$ cat src/hw/rtl/hsvpg_pkg.sv
// ----------------------------------------------------------------------------
// hsvpg_pkg
// Types and constants shared by the gradient pixel generator.
// ----------------------------------------------------------------------------
package hsvpg_pkg;

    // configuration register indexes
    localparam logic [1:0] REG_RED   = 2'd0;
    localparam logic [1:0] REG_GREEN = 2'd1;
    localparam logic [1:0] REG_BLUE  = 2'd2;

    localparam logic [7:0]  CHAN_MAX    = 8'd255;
    localparam logic [16:0] FRAC_ONE    = 17'd65280;  // 255 * 256
    localparam logic [11:0] HUE_FULL    = 12'd1536;   // 6 sectors of 256 steps
    localparam logic [10:0] BASE_RED    = 11'd0;
    localparam logic [10:0] BASE_GREEN  = 11'd512;
    localparam logic [10:0] BASE_BLUE   = 11'd1024;
    localparam int          DIV_STEPS   = 16;

    typedef enum logic [2:0] {
        SEC_RY,
        SEC_YG,
        SEC_GC,
        SEC_CB,
        SEC_BM,
        SEC_MR
    } sector_t;

    typedef struct packed {
        logic       busy;
        logic       grey;
        sector_t    sector;
        logic [7:0] frac;
    } hue_status_t;

    // floor(x / 255), exact for x up to 65280
    function automatic logic [8:0] div255(input logic [15:0] x);
        logic [16:0] sum;
        sum = {1'b0, x} + {9'd0, x[15:8]} + 17'd1;
        return sum[16:8];
    endfunction

endpackage

$ cat src/hw/rtl/hsvpg_if.sv
// ----------------------------------------------------------------------------
// hsvpg_if
// Channel interfaces: pixel coordinates in, RGB out, register writes.
// ----------------------------------------------------------------------------
interface hsvpg_pix_if;
    logic       valid;
    logic       ready;
    logic [7:0] row_value;
    logic [7:0] col_saturation;

    modport source (output valid, output row_value, output col_saturation, input ready);
    modport sink   (input valid, input row_value, input col_saturation, output ready);
endinterface

interface hsvpg_rgb_if;
    logic       valid;
    logic       ready;
    logic [7:0] out_red;
    logic [7:0] out_green;
    logic [7:0] out_blue;

    modport source (output valid, output out_red, output out_green, output out_blue,
                    input ready);
    modport sink   (input valid, input out_red, input out_green, input out_blue,
                    output ready);
endinterface

interface hsvpg_cfg_if;
    logic       valid;
    logic       ready;
    logic [1:0] index;
    logic [7:0] data;

    modport source (output valid, output index, output data, input ready);
    modport sink   (input valid, input index, input data, output ready);
endinterface

$ cat src/hw/rtl/hsvpg_hue.sv
// ----------------------------------------------------------------------------
// hsvpg_hue
// Reference colour registers and hue unit: sector and fraction found by a
// bit-serial divider after every register write.
// ----------------------------------------------------------------------------
module hsvpg_hue (
    input  logic                    clk,
    input  logic                    rst_n,
    input  logic                    wr_valid,
    input  logic [1:0]              wr_index,
    input  logic [7:0]              wr_data,
    output hsvpg_pkg::hue_status_t  status
);
    import hsvpg_pkg::*;

    logic [7:0]  red_reg;
    logic [7:0]  green_reg;
    logic [7:0]  blue_reg;
    logic        start_reg;
    logic [4:0]  cnt_reg;
    logic        fin_reg;
    logic        grey_reg;
    sector_t     sector_reg;
    logic [7:0]  frac_reg;

    logic [7:0]  rem_reg;
    logic [15:0] quo_reg;
    logic [7:0]  den_reg;
    logic        neg_reg;
    logic [10:0] base_reg;

    logic [7:0]  mx;
    logic [7:0]  mn;
    logic [7:0]  dif;
    logic signed [8:0] num;
    logic [10:0] base_sel;
    logic [7:0]  mag;

    logic [8:0]  trial;
    logic        take;
    logic [7:0]  rem_next;
    logic [15:0] quo_next;

    logic [11:0] qext;
    logic [11:0] hp_raw;
    logic [11:0] hp;

    // max / min with red winning ties, then green
    always_comb
    begin
        mx = red_reg;
        mn = red_reg;
        if (green_reg > mx) mx = green_reg;
        if (blue_reg > mx)  mx = blue_reg;
        if (green_reg < mn) mn = green_reg;
        if (blue_reg < mn)  mn = blue_reg;
        dif = mx - mn;
        if (mx == red_reg)
        begin
            num      = $signed({1'b0, green_reg}) - $signed({1'b0, blue_reg});
            base_sel = BASE_RED;
        end
        else if (mx == green_reg)
        begin
            num      = $signed({1'b0, blue_reg}) - $signed({1'b0, red_reg});
            base_sel = BASE_GREEN;
        end
        else
        begin
            num      = $signed({1'b0, red_reg}) - $signed({1'b0, green_reg});
            base_sel = BASE_BLUE;
        end
        mag = num[8] ? 8'(-num) : num[7:0];
    end

    // restoring division step, one quotient bit per cycle
    always_comb
    begin
        trial    = {rem_reg, quo_reg[15]};
        take     = (trial >= {1'b0, den_reg});
        rem_next = take ? 8'(trial - {1'b0, den_reg}) : trial[7:0];
        quo_next = {quo_reg[14:0], take};
    end

    // hue position, wrapped onto the circle
    always_comb
    begin
        qext   = {3'd0, quo_reg[8:0]};
        hp_raw = {1'b0, base_reg} + (neg_reg ? (12'd0 - qext) : qext);
        if (hp_raw[11])
            hp = hp_raw + HUE_FULL;
        else if (hp_raw >= HUE_FULL)
            hp = hp_raw - HUE_FULL;
        else
            hp = hp_raw;
    end

    always_ff @(posedge clk or negedge rst_n)
    begin
        if (!rst_n)
        begin
            red_reg    <= CHAN_MAX;
            green_reg  <= CHAN_MAX;
            blue_reg   <= CHAN_MAX;
            start_reg  <= 1'b0;
            cnt_reg    <= '0;
            fin_reg    <= 1'b0;
            grey_reg   <= 1'b1;
            sector_reg <= SEC_RY;
            frac_reg   <= '0;
        end
        else
        begin
            if (wr_valid)
            begin
                unique case (wr_index)
                    REG_RED:   red_reg   <= wr_data;
                    REG_GREEN: green_reg <= wr_data;
                    REG_BLUE:  blue_reg  <= wr_data;
                    default:   ;
                endcase
            end
            start_reg <= wr_valid;
            fin_reg   <= 1'b0;
            if (start_reg)
            begin
                cnt_reg  <= 5'(DIV_STEPS);
                grey_reg <= (dif == 8'd0);
            end
            else if (cnt_reg != 5'd0)
            begin
                cnt_reg <= cnt_reg - 5'd1;
                fin_reg <= (cnt_reg == 5'd1);
            end
            if (fin_reg && !start_reg)
            begin
                sector_reg <= sector_t'(hp[10:8]);
                frac_reg   <= hp[7:0];
            end
        end
    end

    always_ff @(posedge clk)
    begin
        if (start_reg)
        begin
            rem_reg  <= '0;
            quo_reg  <= {mag, 8'd0};
            den_reg  <= dif;
            neg_reg  <= num[8];
            base_reg <= base_sel;
        end
        else if (cnt_reg != 5'd0)
        begin
            rem_reg <= rem_next;
            quo_reg <= quo_next;
        end
    end

    always_comb
    begin
        status.busy   = start_reg | (cnt_reg != 5'd0) | fin_reg;
        status.grey   = grey_reg;
        status.sector = sector_reg;
        status.frac   = frac_reg;
    end

endmodule

$ cat src/hw/rtl/hsvpg_pixel_pipe.sv
// ----------------------------------------------------------------------------
// hsvpg_pixel_pipe
// Four-stage pipeline computing p, q, t for one pixel and picking RGB
// by sector, or a grey ramp when the reference is grey.
// ----------------------------------------------------------------------------
module hsvpg_pixel_pipe (
    input  logic                    clk,
    input  logic                    rst_n,
    input  hsvpg_pkg::hue_status_t  hue,
    input  logic                    in_valid,
    output logic                    in_ready,
    input  logic [7:0]              row,
    input  logic [7:0]              col,
    output logic                    out_valid,
    input  logic                    out_ready,
    output logic [7:0]              red,
    output logic [7:0]              green,
    output logic [7:0]              blue
);
    import hsvpg_pkg::*;

    logic        v1_reg, v2_reg, v3_reg, v4_reg;
    logic        adv1, adv2, adv3, adv4;
    logic        in_fire;

    // stage 1
    logic [7:0]  row1_reg, col1_reg;
    logic [15:0] sf1_reg, sg1_reg, pm1_reg;
    // stage 2
    logic [7:0]  row2_reg, col2_reg, p2_reg;
    logic [15:0] qm2_reg, tm2_reg;
    // stage 3
    logic [7:0]  row3_reg, col3_reg, p3_reg;
    logic [23:0] nq3_reg, nt3_reg;
    // stage 4
    logic [7:0]  red_reg, green_reg, blue_reg;

    logic [8:0]  frac_cmp;
    logic [16:0] sg_full;
    logic [7:0]  q4, t4;
    logic [7:0]  red_next, green_next, blue_next;

    assign adv4     = !v4_reg | out_ready;
    assign adv3     = !v3_reg | adv4;
    assign adv2     = !v2_reg | adv3;
    assign adv1     = !v1_reg | adv2;
    assign in_ready = adv1 & !hue.busy;
    assign in_fire  = in_valid & in_ready;

    assign frac_cmp = 9'd256 - {1'b0, hue.frac};
    assign sg_full  = col * frac_cmp;

    always_ff @(posedge clk or negedge rst_n)
    begin
        if (!rst_n)
        begin
            v1_reg <= 1'b0;
            v2_reg <= 1'b0;
            v3_reg <= 1'b0;
            v4_reg <= 1'b0;
        end
        else
        begin
            if (adv1) v1_reg <= in_fire;
            if (adv2) v2_reg <= v1_reg;
            if (adv3) v3_reg <= v2_reg;
            if (adv4) v4_reg <= v3_reg;
        end
    end

    always_ff @(posedge clk)
    begin
        if (adv1 && in_fire)
        begin
            row1_reg <= row;
            col1_reg <= col;
            sf1_reg  <= col * hue.frac;
            sg1_reg  <= sg_full[15:0];
            pm1_reg  <= row * (CHAN_MAX - col);
        end
        if (adv2 && v1_reg)
        begin
            row2_reg <= row1_reg;
            col2_reg <= col1_reg;
            qm2_reg  <= 16'(FRAC_ONE - {1'b0, sf1_reg});
            tm2_reg  <= 16'(FRAC_ONE - {1'b0, sg1_reg});
            p2_reg   <= 8'(div255(pm1_reg));
        end
        if (adv3 && v2_reg)
        begin
            row3_reg <= row2_reg;
            col3_reg <= col2_reg;
            p3_reg   <= p2_reg;
            nq3_reg  <= row2_reg * qm2_reg;
            nt3_reg  <= row2_reg * tm2_reg;
        end
        if (adv4 && v3_reg)
        begin
            red_reg   <= red_next;
            green_reg <= green_next;
            blue_reg  <= blue_next;
        end
    end

    // select by sector; a grey reference gives a ramp on the column
    always_comb
    begin
        q4 = 8'(div255(nq3_reg[23:8]));
        t4 = 8'(div255(nt3_reg[23:8]));
        case (hue.sector)
            SEC_RY:  begin red_next = row3_reg; green_next = t4;       blue_next = p3_reg;   end
            SEC_YG:  begin red_next = q4;       green_next = row3_reg; blue_next = p3_reg;   end
            SEC_GC:  begin red_next = p3_reg;   green_next = row3_reg; blue_next = t4;       end
            SEC_CB:  begin red_next = p3_reg;   green_next = q4;       blue_next = row3_reg; end
            SEC_BM:  begin red_next = t4;       green_next = p3_reg;   blue_next = row3_reg; end
            default: begin red_next = row3_reg; green_next = p3_reg;   blue_next = q4;       end
        endcase
        if (hue.grey)
        begin
            red_next   = CHAN_MAX - col3_reg;
            green_next = CHAN_MAX - col3_reg;
            blue_next  = CHAN_MAX - col3_reg;
        end
    end

    assign out_valid = v4_reg;
    assign red       = red_reg;
    assign green     = green_reg;
    assign blue      = blue_reg;

endmodule

$ cat src/hw/rtl/hsv_picker_gradient_pixel.sv
// ----------------------------------------------------------------------------
// hsv_picker_gradient_pixel
// Colour-picker gradient pixel generator, HSV to RGB in fixed point.
// ----------------------------------------------------------------------------
// usage
//   cfg   : register writes; index 0/1/2 = reference red/green/blue, the
//           reference colour sets the hue (sector and 8-bit fraction)
//   pixel : one transaction per pixel, row_value = V, col_saturation = S
//   color : one transaction per pixel with its RGB, in input order
// throughput
//   one pixel per clock sustained while color.ready is high and the hue
//   unit is idle; a 4-entry pipeline, the last stage is the output register
// configuration
//   each register write reruns the hue divider, one quotient bit a cycle;
//   pixel.ready stays low until the new hue is loaded, cfg.ready is
//   always high; write only while no pixel is in flight
// reset
//   reference colour returns to white (grey ramp), pipeline empties
// stall
//   when color.ready is low the output holds, and the stages behind it
//   keep filling until the pipeline is full, then pixel.ready drops
// ----------------------------------------------------------------------------
module hsv_picker_gradient_pixel (
    input  logic        clk,
    input  logic        rst_n,
    hsvpg_cfg_if.sink   cfg,
    hsvpg_pix_if.sink   pixel,
    hsvpg_rgb_if.source color
);
    import hsvpg_pkg::*;

    hue_status_t hue;

    assign cfg.ready = 1'b1;

    hsvpg_hue u_hue (
        .clk      (clk),
        .rst_n    (rst_n),
        .wr_valid (cfg.valid),
        .wr_index (cfg.index),
        .wr_data  (cfg.data),
        .status   (hue)
    );

    hsvpg_pixel_pipe u_pipe (
        .clk       (clk),
        .rst_n     (rst_n),
        .hue       (hue),
        .in_valid  (pixel.valid),
        .in_ready  (pixel.ready),
        .row       (pixel.row_value),
        .col       (pixel.col_saturation),
        .out_valid (color.valid),
        .out_ready (color.ready),
        .red       (color.out_red),
        .green     (color.out_green),
        .blue      (color.out_blue)
    );

endmodule

$ cat src/flat_wrapper.sv
// flat-port wrapper written by rule: the top's interface ports become plain ports
module hsv_picker_gradient_pixel_flat import hsvpg_pkg::*;
  (clk, rst_n, cfg_valid, cfg_index, cfg_data, cfg_ready, pixel_valid, pixel_row_value, pixel_col_saturation, pixel_ready, color_valid, color_out_red, color_out_green, color_out_blue, color_ready);
  hsvpg_cfg_if cfg_i ();
  hsvpg_pix_if pixel_i ();
  hsvpg_rgb_if color_i ();
  input  logic clk;
  input  logic rst_n;
  input wire logic [$bits(cfg_i.valid)-1:0] cfg_valid;
  input wire logic [$bits(cfg_i.index)-1:0] cfg_index;
  input wire logic [$bits(cfg_i.data)-1:0] cfg_data;
  output wire logic [$bits(cfg_i.ready)-1:0] cfg_ready;
  input wire logic [$bits(pixel_i.valid)-1:0] pixel_valid;
  input wire logic [$bits(pixel_i.row_value)-1:0] pixel_row_value;
  input wire logic [$bits(pixel_i.col_saturation)-1:0] pixel_col_saturation;
  output wire logic [$bits(pixel_i.ready)-1:0] pixel_ready;
  output wire logic [$bits(color_i.valid)-1:0] color_valid;
  output wire logic [$bits(color_i.out_red)-1:0] color_out_red;
  output wire logic [$bits(color_i.out_green)-1:0] color_out_green;
  output wire logic [$bits(color_i.out_blue)-1:0] color_out_blue;
  input wire logic [$bits(color_i.ready)-1:0] color_ready;
  assign cfg_i.valid = cfg_valid;
  assign cfg_i.index = cfg_index;
  assign cfg_i.data = cfg_data;
  assign cfg_ready = cfg_i.ready;
  assign pixel_i.valid = pixel_valid;
  assign pixel_i.row_value = pixel_row_value;
  assign pixel_i.col_saturation = pixel_col_saturation;
  assign pixel_ready = pixel_i.ready;
  assign color_valid = color_i.valid;
  assign color_out_red = color_i.out_red;
  assign color_out_green = color_i.out_green;
  assign color_out_blue = color_i.out_blue;
  assign color_i.ready = color_ready;
  hsv_picker_gradient_pixel u_core (.clk(clk), .rst_n(rst_n), .cfg(cfg_i), .pixel(pixel_i), .color(color_i));
endmodule
$ cat config.mk
export PLATFORM = sky130hd
export DESIGN_NAME = hsv_picker_gradient_pixel_flat
export DESIGN_NICKNAME = d
export VERILOG_FILES = /design/src/hw/rtl/hsvpg_pkg.sv /design/src/hw/rtl/hsvpg_if.sv /design/src/hw/rtl/hsvpg_hue.sv /design/src/hw/rtl/hsvpg_pixel_pipe.sv /design/src/hw/rtl/hsv_picker_gradient_pixel.sv /design/src/flat_wrapper.sv
export SDC_FILE = /design/constraint.sdc
export NUM_CORES = 1
export LEC_CHECK = 0
export BUFFER_PORTS_ARGS = -buffer_cell sky130_fd_sc_hd__buf_2
export CAP_MARGIN = 30
export CORE_MARGIN = 8
export CORE_UTILIZATION = 33
export CTS_CLUSTER_DIAMETER = 80
export DETAILED_ROUTE_END_ITERATION = 8
export RECOVER_POWER = 100
export SYNTH_ARGS = -nofsm -noshare
export SYNTH_HDL_FRONTEND = slang
export SYNTH_SLANG_ARGS = --single-unit
$ cat constraint.sdc
create_clock -name clk -period 6.4 [get_ports clk]
set_input_delay 0.96 -clock clk [delete_from_list [all_inputs] [get_ports clk]]
set_output_delay 0.96 -clock clk [all_outputs]
set_load 0.03 [all_outputs]
* Word level (Yosys, flattened, before mapping)
Cells that the tools add are included.
W data, S select, Z words.
** Word-level totals
- Output and inout bits :: 27
- Bits of input ports :: 31
- Logic and storage cells :: 134
- Register bits :: 307
** Cells by class
- Reductions and logical operators :: 23
- Mux-type cells :: 24
- Equality and inequality tests :: 9
- Bitwise operators :: 8
- $lt $le $gt $ge :: 6
- Add/subtract/negate cells :: 22
- $mul :: 5
** Operators by type and width (count)
- $mux W8 :: 9
- $pmux W8 S3 :: 3
- $add A16 B1 Y16 const B :: 3
- $add A16 B8 Y16 :: 3
- $mul A8 B16 Y24 :: 2
- $mux W11 :: 3
- $mux W16 :: 2
- $sub A16 B16 Y16 const A :: 2
- $sub A8 B8 Y9 :: 3
- $mux W9 :: 2
- $eq A8 B8 Y1 :: 2
- $gt A8 B8 Y1 :: 2
- $lt A8 B8 Y1 :: 2
- $mul A8 B8 Y16 :: 1
- $mul A8 B9 Y16 :: 1
- $mul A9 B9 Y16 :: 1
- $sub A8 B8 Y8 :: 2
- $add A11 B12 Y12 :: 1
- $ge A12 B11 Y1 const B :: 1
- $mux W12 :: 1
- $add A11 B11 Y11 const B :: 1
- $sub A11 B11 Y11 const B :: 1
- $mux W5 :: 2
- $sub A1 B9 Y10 const A :: 1
- other kinds (24) :: 46

* Logic depth before layout (Yosys ltp)
Gate-level depths: netlist of the first run.
- Depth after elaboration :: 10
- Gate-level depth with buffers :: 29
- Mapped depth without buffers :: 27

* Hierarchy
From an unflattened synthesis of the first run, not the netlist that was laid out.
** Second synthesis, totals
- Cells, all modules :: 2927
- Area, all modules :: 28791.4 µm²
** Modules (own cells, without submodules)
- hsvpg_pixel_pipe :: instances 1, cells an instance 2217, area each 22564.1 µm², sequential area each 6045.8 µm²
- hsvpg_hue :: instances 1, cells an instance 708, area each 6216.0 µm², sequential area each 1998.2 µm²
- hsv_picker_gradient_pixel :: instances 1, cells an instance 2, area each 11.3 µm², sequential area each 0.0 µm²

* Least setup slack after synthesis of the first run
OpenSTA, ideal clock, no wires.
- Kind :: reg2reg
- Start :: register u_core.u_hue.green_reg[4]
- End :: register u_core.u_hue.quo_reg[14] (data pin)
- Period minus slack after synthesis :: 5.841 ns
- Data required time :: 6.144 ns
- Path buffers :: 2
- Arrival :: 5.585 ns
- Library setup time :: 0.256 ns
- Path slack :: 0.559 ns
- Stages on the path, launching flop included :: 26
- Path through :: dfstp_2 inv_1 ha_1 a21o_1 or3_4 o211a_4 nor2_4 clkbuf_8 mux2i_1 ha_1 nor2b_1 o21ai_0 o21ai_0 nor2_1 o31ai_4 a21boi_0 or3_1 nand4b_4 or4_4 buf_6 nor3_2 nor2b_1 ha_1 a31oi_1 xnor2_1 a22o_1
** Between the ends
- Longest elaborated chain between the ends :: 10
- Elaborated cells on any way between the ends :: 13
- Classes of those cells :: add/sub (3); order compare (2); eq/ne (2); mux (6)
** RTL lines
- start: declaration :: RTL line hsvpg_hue.sv:17 : logic [7:0] green_reg;
- start signal: assignment :: RTL line hsvpg_hue.sv:118 : REG_GREEN: green_reg <= wr_data;
- $gt A8 B8 Y1 :: RTL line hsvpg_hue.sv:53 : if (green_reg > mx) mx = green_reg;
- $mux W8 :: RTL line hsvpg_hue.sv:53
- $gt A8 B8 Y1 :: RTL line hsvpg_hue.sv:54 : if (blue_reg > mx) mx = blue_reg;
- $mux W8 :: RTL line hsvpg_hue.sv:54
- $eq A8 B8 Y1 :: RTL line hsvpg_hue.sv:63 : else if (mx == green_reg)
- $mux W9 :: RTL line hsvpg_hue.sv:63
- $mux W9 * :: RTL line hsvpg_hue.sv:58 : if (mx == red_reg)
- $neg A8 Y8 :: RTL line hsvpg_hue.sv:73 : mag = num[8] ? 8'(-num) : num[7:0];
- $mux W8 * :: RTL line hsvpg_hue.sv:73
- $mux W16 * :: RTL line hsvpg_hue.sv:145 : if (start_reg)
- end signal: assignment :: RTL line hsvpg_hue.sv:148 : quo_reg <= {mag, 8'd0};
- end signal: assignment :: RTL line hsvpg_hue.sv:156 : quo_reg <= quo_next;
- end: declaration :: RTL line hsvpg_hue.sv:27 : logic [15:0] quo_reg;
Mark *: on every way between the ends. The rest lies on a longest branch, timed or not.
A chain may end at the register's enable or synchronous reset.

* Worst setup path after layout of the first run
Ends and elaborated chain as after synthesis.

==> metrics.csv, run 1 <==
metric,value,unit
outcome,"complete, but fails checks",
violations,"max-capacitance violations, max-slew violations",
start_util,33.1,%
cellLeakagePower,13.6,nW
area_growth_syn_to_layout,10.5,%
cts_sinks,280,
synth_top_flop_cell,edfxtp_1,
layout-drive-gt1-share,7.67,%
ys_seq_area_share,28.6,%
num_antenna_cells,0,
grt_max_degree,57,
gp_congestion,0.870,
synth_simple_gate_area_share,15.4,%
mostFrequentLayoutCells,"inv_1, nand2_1, fa_1",
multi_input_area,18300,µm²
syn_area,28100,µm²
finish.utilization,36.6,%
min_period,6.09,ns
p_per_area,415,nW/µm²
rows,107,
synthMuxAreaShare,2.11,%
place_ws,0.0930,ns
clk_pin_slew,0.06,ns
clk_latency,0.56,ns
arrival,6.38,ns
synthArstFlopShare,16.8,%
final_common_cell,inv_1,
grt_pass1_vias,19700,
critical_path.max_fanout,7,
clock_path_buffers,3,
antenna_found_initial,2,
cp.required,6.69,ns
place_area,29900,µm²
path_class,flip-flop to flip-flop,
peakVddDrop,0.377,mV
synth_edf_count,217,
cts_tree,built,
rsz0062_at_grt,true,
coreArea,84900,µm²
clockRootBuffer,clkbuf_16,
wl_per_cell,16.2,µm
endpoint_kind,flip-flop,
layout_setup_ws,0.307,ns
nNetsFinal,3461,
period_share,95.2,%
grtUsageTotal,13.8,%
synth-warning-count,0,
fmax,164,MHz
synth_xor_area_share,5.35,%
die_y,308,µm
critPathLaunchType,flip-flop,
viasPerCell,4.80,
finalWirelength,65400,µm
maxCapViolations,6,
drtIter0Drc,944,
fin_area,31100,µm²
final-hold-violation-count,0,
finalSetupTns,0,ns
die_area,94800,µm²
post-dp-hpwl,51400,µm
synthCells,2791,
boundaryPins,58,
ys_types,97,
cts-buffers-inserted,36,
yosys.area_share.adder,32.5,%
tightest_slew,3.24,ns
synthesis.nets,3382,
skew,0.0353,ns
dr.pass1.iters,5,
yosys_register_bits,280,
cts_hold_buffers,0,
regArea,8050,µm²
die_w,308,µm
grt_pass1_wl,106000,µm
syn_avg_cell_area,10.1,µm²
h-tree-depth,2,
portBuffers,56,
setup_viol,0,
drc_errors,0,
synth_compound_gate_area_share,9.20,%
grt_overflow,0,
hp-class,flip-flop to flip-flop,
maxSlewHeadroom,-116,%
synth_top_family_by_area,adder cells,
ant_nets,0,
vias,19400,
final_max_slew_viol_count,252,
fillers,8569,
-- layer usage --
layer	GRT usage [%]	wire, µm	up-vias
li1	-	-	9374
met1	18.2	29300	9582
met2	23.4	31100	350
met3	2.09	3020	95
met4	4.36	1920	0
met5	0	0	-
-- kinds of logic after synthesis --
family          Yosys count
compound gates          396
other cells               1
mux                      56
flops                   280
buf+inv                 487
fa+ha+maj               560
simple gates            840
xor+xnor                171
-- synthesized netlist by cell type (4+ instances only) --
library cell | number | share of area (%)
a211oi_1 | 16 | 0.43
a21boi_0 | 4 | 0.11
a21o_1 | 34 | 0.91
a21oi_1 | 112 | 2.0
a22oi_1 | 5 | 0.13
a31oi_1 | 4 | 0.089
and2_1 | 189 | 4.2
and3_1 | 5 | 0.11
buf_6 | 5 | 0.20
clkbuf_1 | 75 | 1.0
dfrtp_1 | 22 | 2.0
dfstp_2 | 25 | 2.3
dfxtp_1 | 16 | 1.1
edfxtp_1 | 217 | 23
fa_1 | 286 | 20
ha_1 | 274 | 12
inv_1 | 399 | 5.3
mux2_2 | 19 | 0.76
mux2i_1 | 35 | 1.2
nand2_1 | 296 | 4.0
nand2b_1 | 44 | 0.98
nand3_1 | 24 | 0.43
nand3b_1 | 6 | 0.16
nand4_1 | 11 | 0.24
nor2_1 | 98 | 1.3
nor2b_1 | 59 | 1.3
nor3_1 | 42 | 0.75
nor3_2 | 7 | 0.25
nor3b_1 | 4 | 0.11
nor4_1 | 9 | 0.20
o211ai_1 | 14 | 0.37
o21a_1 | 29 | 0.77
o21ai_0 | 92 | 1.6
o21ai_1 | 4 | 0.071
o21bai_1 | 23 | 0.61
o221ai_1 | 5 | 0.16
o22ai_1 | 8 | 0.18
o31ai_1 | 5 | 0.13
or2_2 | 6 | 0.13
or3_1 | 13 | 0.29
xnor2_1 | 97 | 3.0
xor2_1 | 73 | 2.3
-- worst max-delay path, stage by stage, from the launching register on --
cell	delay [ns]
dfstp_2	0.60
inv_1	0.10
ha_1	0.35
a21o_1	0.21
or3_4	0.36
o211a_4	0.28
nor2_4	0.25
mux2i_2	0.32
ha_1	0.29
a21o_1	0.18
a31oi_1	0.19
o21ai_0	0.11
nor2_2	0.11
buf_4	0.16
o31ai_4	0.13
a21boi_0	0.27
nor3_1	0.08
nand4b_4	0.21
or4_4	0.62
o211ai_2	0.19
nor2b_2	0.19
ha_1	0.20
a31oi_1	0.10
xnor2_1	0.14
a22o_1	0.19
-- cell type report --
class	instances	area share, %
Timing Repair Buffer	126	2.24
Multi-Input combinational cell	2026	58.8
Tap cell	1144	4.61
Clock inverter	18	0.568
Clock buffer	45	3.01
Sequential cell	280	25.9
Inverter	400	4.83
-- through the flow --
step           power (W)  cells  hold slack, ns
6_report          0.0129   4039           0.416
5_1_grt           0.0142   4039           0.420
4_1_cts           0.0130   4031           0.415
3_5_place_dp      0.0110   3968           0.405
3_3_place_gp      0.0108   3967           0.402
2_1_floorplan    0.00911   2791           0.400
-- path summary, 6_finish.rpt --
path	slack, ns	endpoint	cells after the start	start
hold reg to reg	0.42	u_core.u_pipe.col3_reg[7]	0	u_core.u_pipe.col2_reg[7]
max in group asynchronous	3.19	u_core.u_hue.start_reg	2	rst_n
min in group asynchronous	1.40	u_core.u_hue.start_reg	2	rst_n
hold / removal	0.42	u_core.u_pipe.col3_reg[7]	0	u_core.u_pipe.col2_reg[7]
setup / recovery	0.31	u_core.u_hue.quo_reg[14]	24	u_core.u_hue.green_reg[4]
setup reg to reg	0.31	u_core.u_hue.quo_reg[14]	24	u_core.u_hue.green_reg[4]
-- timing repair --
action,in CTS,in global routing
hold endpoints to repair,0,0
setup buffers,0,6
endpoints found under the setup margin,0,12
resized for setup,0,17
-- report_power, final --
group          internal, W  total (W)  leakage [nW]  switching [W]
Sequential         0.00265    0.00292          2.67       0.000268
Clock              0.00110    0.00191         0.536       0.000809
Combinational      0.00349    0.00806          10.4        0.00458
Total              0.00723     0.0129          13.6        0.00565
No activity file was read; power rests on OpenSTA's default activity.
==> run 2: changes to the inputs <==
clock period = 7.65 ns   (was 6.4 ns; I/O delays follow)
==> run 2 against run 1 <==
Net effect: the run still ends with max-capacitance violations, max-slew violations left; clock skew up 0.00077 ns; sequential share of layout area is 0.36 points higher; non-clock buffer count down 45; cell area fell by 1.4%; global-route usage shrank 0.12 points; combinational power down 19%; via count decreased by 1.6%; sequential power fell by 15%; fmax decreased by 9.8%; worst setup slack better by 0.59 ns; critical path type unchanged; largest power group unchanged; highest routed layer unchanged.
==> metrics.csv, run 2 (same netlist as run 1, synthesis figures left out) <==
metric,value,unit
hp-class,flip-flop to flip-flop,
die_area,94800,µm²
grtUsageTotal,13.7,%
rows,107,
place_area,29600,µm²
path_class,flip-flop to flip-flop,
maxCapViolations,6,
final_common_cell,inv_1,
portBuffers,56,
min_period,6.76,ns
die_w,308,µm
tightest_slew,3.53,ns
drtIter0Drc,1001,
mostFrequentLayoutCells,"inv_1, nand2_1, fa_1",
ff2ff_setup_slack,0.89,ns
ant_nets,0,
gp_congestion,0.882,
peakVddDrop,0.305,mV
wl_per_cell,16.0,µm
cts_sinks,280,
clockRootBuffer,clkbuf_16,
finalWirelength,64000,µm
place_ws,1.17,ns
nNetsFinal,3413,
antenna_found_initial,1,
grt_pass1_vias,19700,
fillers,8588,
cts_hold_buffers,0,
fmax,148,MHz
critPathLaunchType,flip-flop,
start_util,33.1,%
grt_overflow,0,
cts-buffers-inserted,35,
fin_area,30600,µm²
die_y,308,µm
vias,19100,
period_share,88.3,%
viasPerCell,4.78,
wl_met3,3370,µm
maxSlewHeadroom,-136,%
clock_path_buffers,3,
routed.top_layer,met4,
boundaryPins,58,
skew,0.0360,ns
drt-met1-wl,29200,µm
cts-resized-gates,0,
setup_viol,0,
cellLeakagePower,13.4,nW
grt_max_degree,65,
p_per_area,346,nW/µm²
drc_errors,0,
final-hold-violation-count,0,
outcome,"complete, but fails checks",
area_growth_syn_to_layout,8.93,%
arrival,6.98,ns
critical_path.max_fanout,14,
coreArea,84900,µm²
dr.pass1.iters,7,
cts_tree,built,
rsz0062_at_grt,false,
endpoint_kind,flip-flop,
dr_wl_met2,29900,µm
layout_setup_ws,0.892,ns
whs,0.409,ns
grt_pass1_wl,106000,µm
clk_pin_slew,0.06,ns
post-dp-hpwl,49600,µm
cp.required,7.87,ns
finalSetupTns,0,ns
violations,"max-capacitance violations, max-slew violations",
final_max_slew_viol_count,299,
post_cts_buffers,0,
h-tree-depth,2,
layout-drive-gt1-share,5.79,%
clk_latency,0.55,ns
run 2: cell type report:
cell class / count / area, µm² / share of cell area, %
Multi-Input combinational cell: 2024 / 18200 / 59.3
Sequential cell: 280 / 8050 / 26.3
Inverter: 400 / 1500 / 4.90
Tap cell: 1144 / 1430 / 4.67
Clock buffer: 48 / 997 / 3.25
Timing Repair Buffer: 81 / 363 / 1.18
Clock inverter: 15 / 115 / 0.376
Antenna cell: 1 / 2.50 / 0.00817
run 2: path summary, 6_finish.rpt:
kind | depth (start not counted) | startpoint | end
worst max-delay path | 22 | u_core.u_hue.green_reg[4] | u_core.u_hue.quo_reg[9]
worst min-delay path | 0 | u_core.u_pipe.col2_reg[6] | u_core.u_pipe.col3_reg[6]
worst max register to register | 22 | u_core.u_hue.green_reg[4] | u_core.u_hue.quo_reg[9]
worst min register to register | 0 | u_core.u_pipe.col2_reg[6] | u_core.u_pipe.col3_reg[6]
max in group asynchronous | 2 | rst_n | u_core.u_hue.start_reg
min in group asynchronous | 2 | rst_n | u_core.u_hue.start_reg
run 2: power breakdown:
part           total, W  internal (W)  switching [W]  leakage (nW)
logic           0.00654       0.00280        0.00374          10.2
clock network   0.00160      0.000926       0.000671         0.539
registers       0.00247       0.00222       0.000249          2.67
run 2: critical path, stage by stage (launching register included):
cell and delay [ns]:
dfstp_1 0.62, inv_1 0.11, ha_1 0.38, a21o_1 0.20
or3_1 0.37, o211a_1 0.34, nor2_4 0.36, mux2i_1 0.53
ha_1 0.34, nand4_1 0.22, o21ai_0 0.14, nor2_1 0.29
o31ai_4 0.22, a21boi_0 0.36, or3_1 0.20, nand4b_4 0.13
or4_4 0.57, o211ai_1 0.24, nor2b_1 0.22, ha_1 0.25
and2_0 0.13, o21ai_1 0.12, o21ai_1 0.10
run 2: per-layer routing:
| metal | vias up | global-route usage (%) |
|---|---|---|
| li1 | 9282 | - |
| met4 | 0 | 3.69 |
| met3 | 81 | 1.87 |
| met1 | 9326 | 18.6 |
| met5 | - | 0 |
| met2 | 408 | 23.0 |
run 2: per-stage QoR:
| step | utilization (%) | power [W] | std cells |
|---|---|---|---|
| 5_1_grt | 36.1 | 0.0117 | 3992 |
| 3_3_place_gp | 34.9 | 0.00898 | 3928 |
| 4_1_cts | 36.2 | 0.0108 | 3992 |
| 3_5_place_dp | 34.9 | 0.00907 | 3929 |
| 2_1_floorplan | - | 0.00762 | 2791 |
| 6_report | 36.1 | 0.0106 | 3993 |
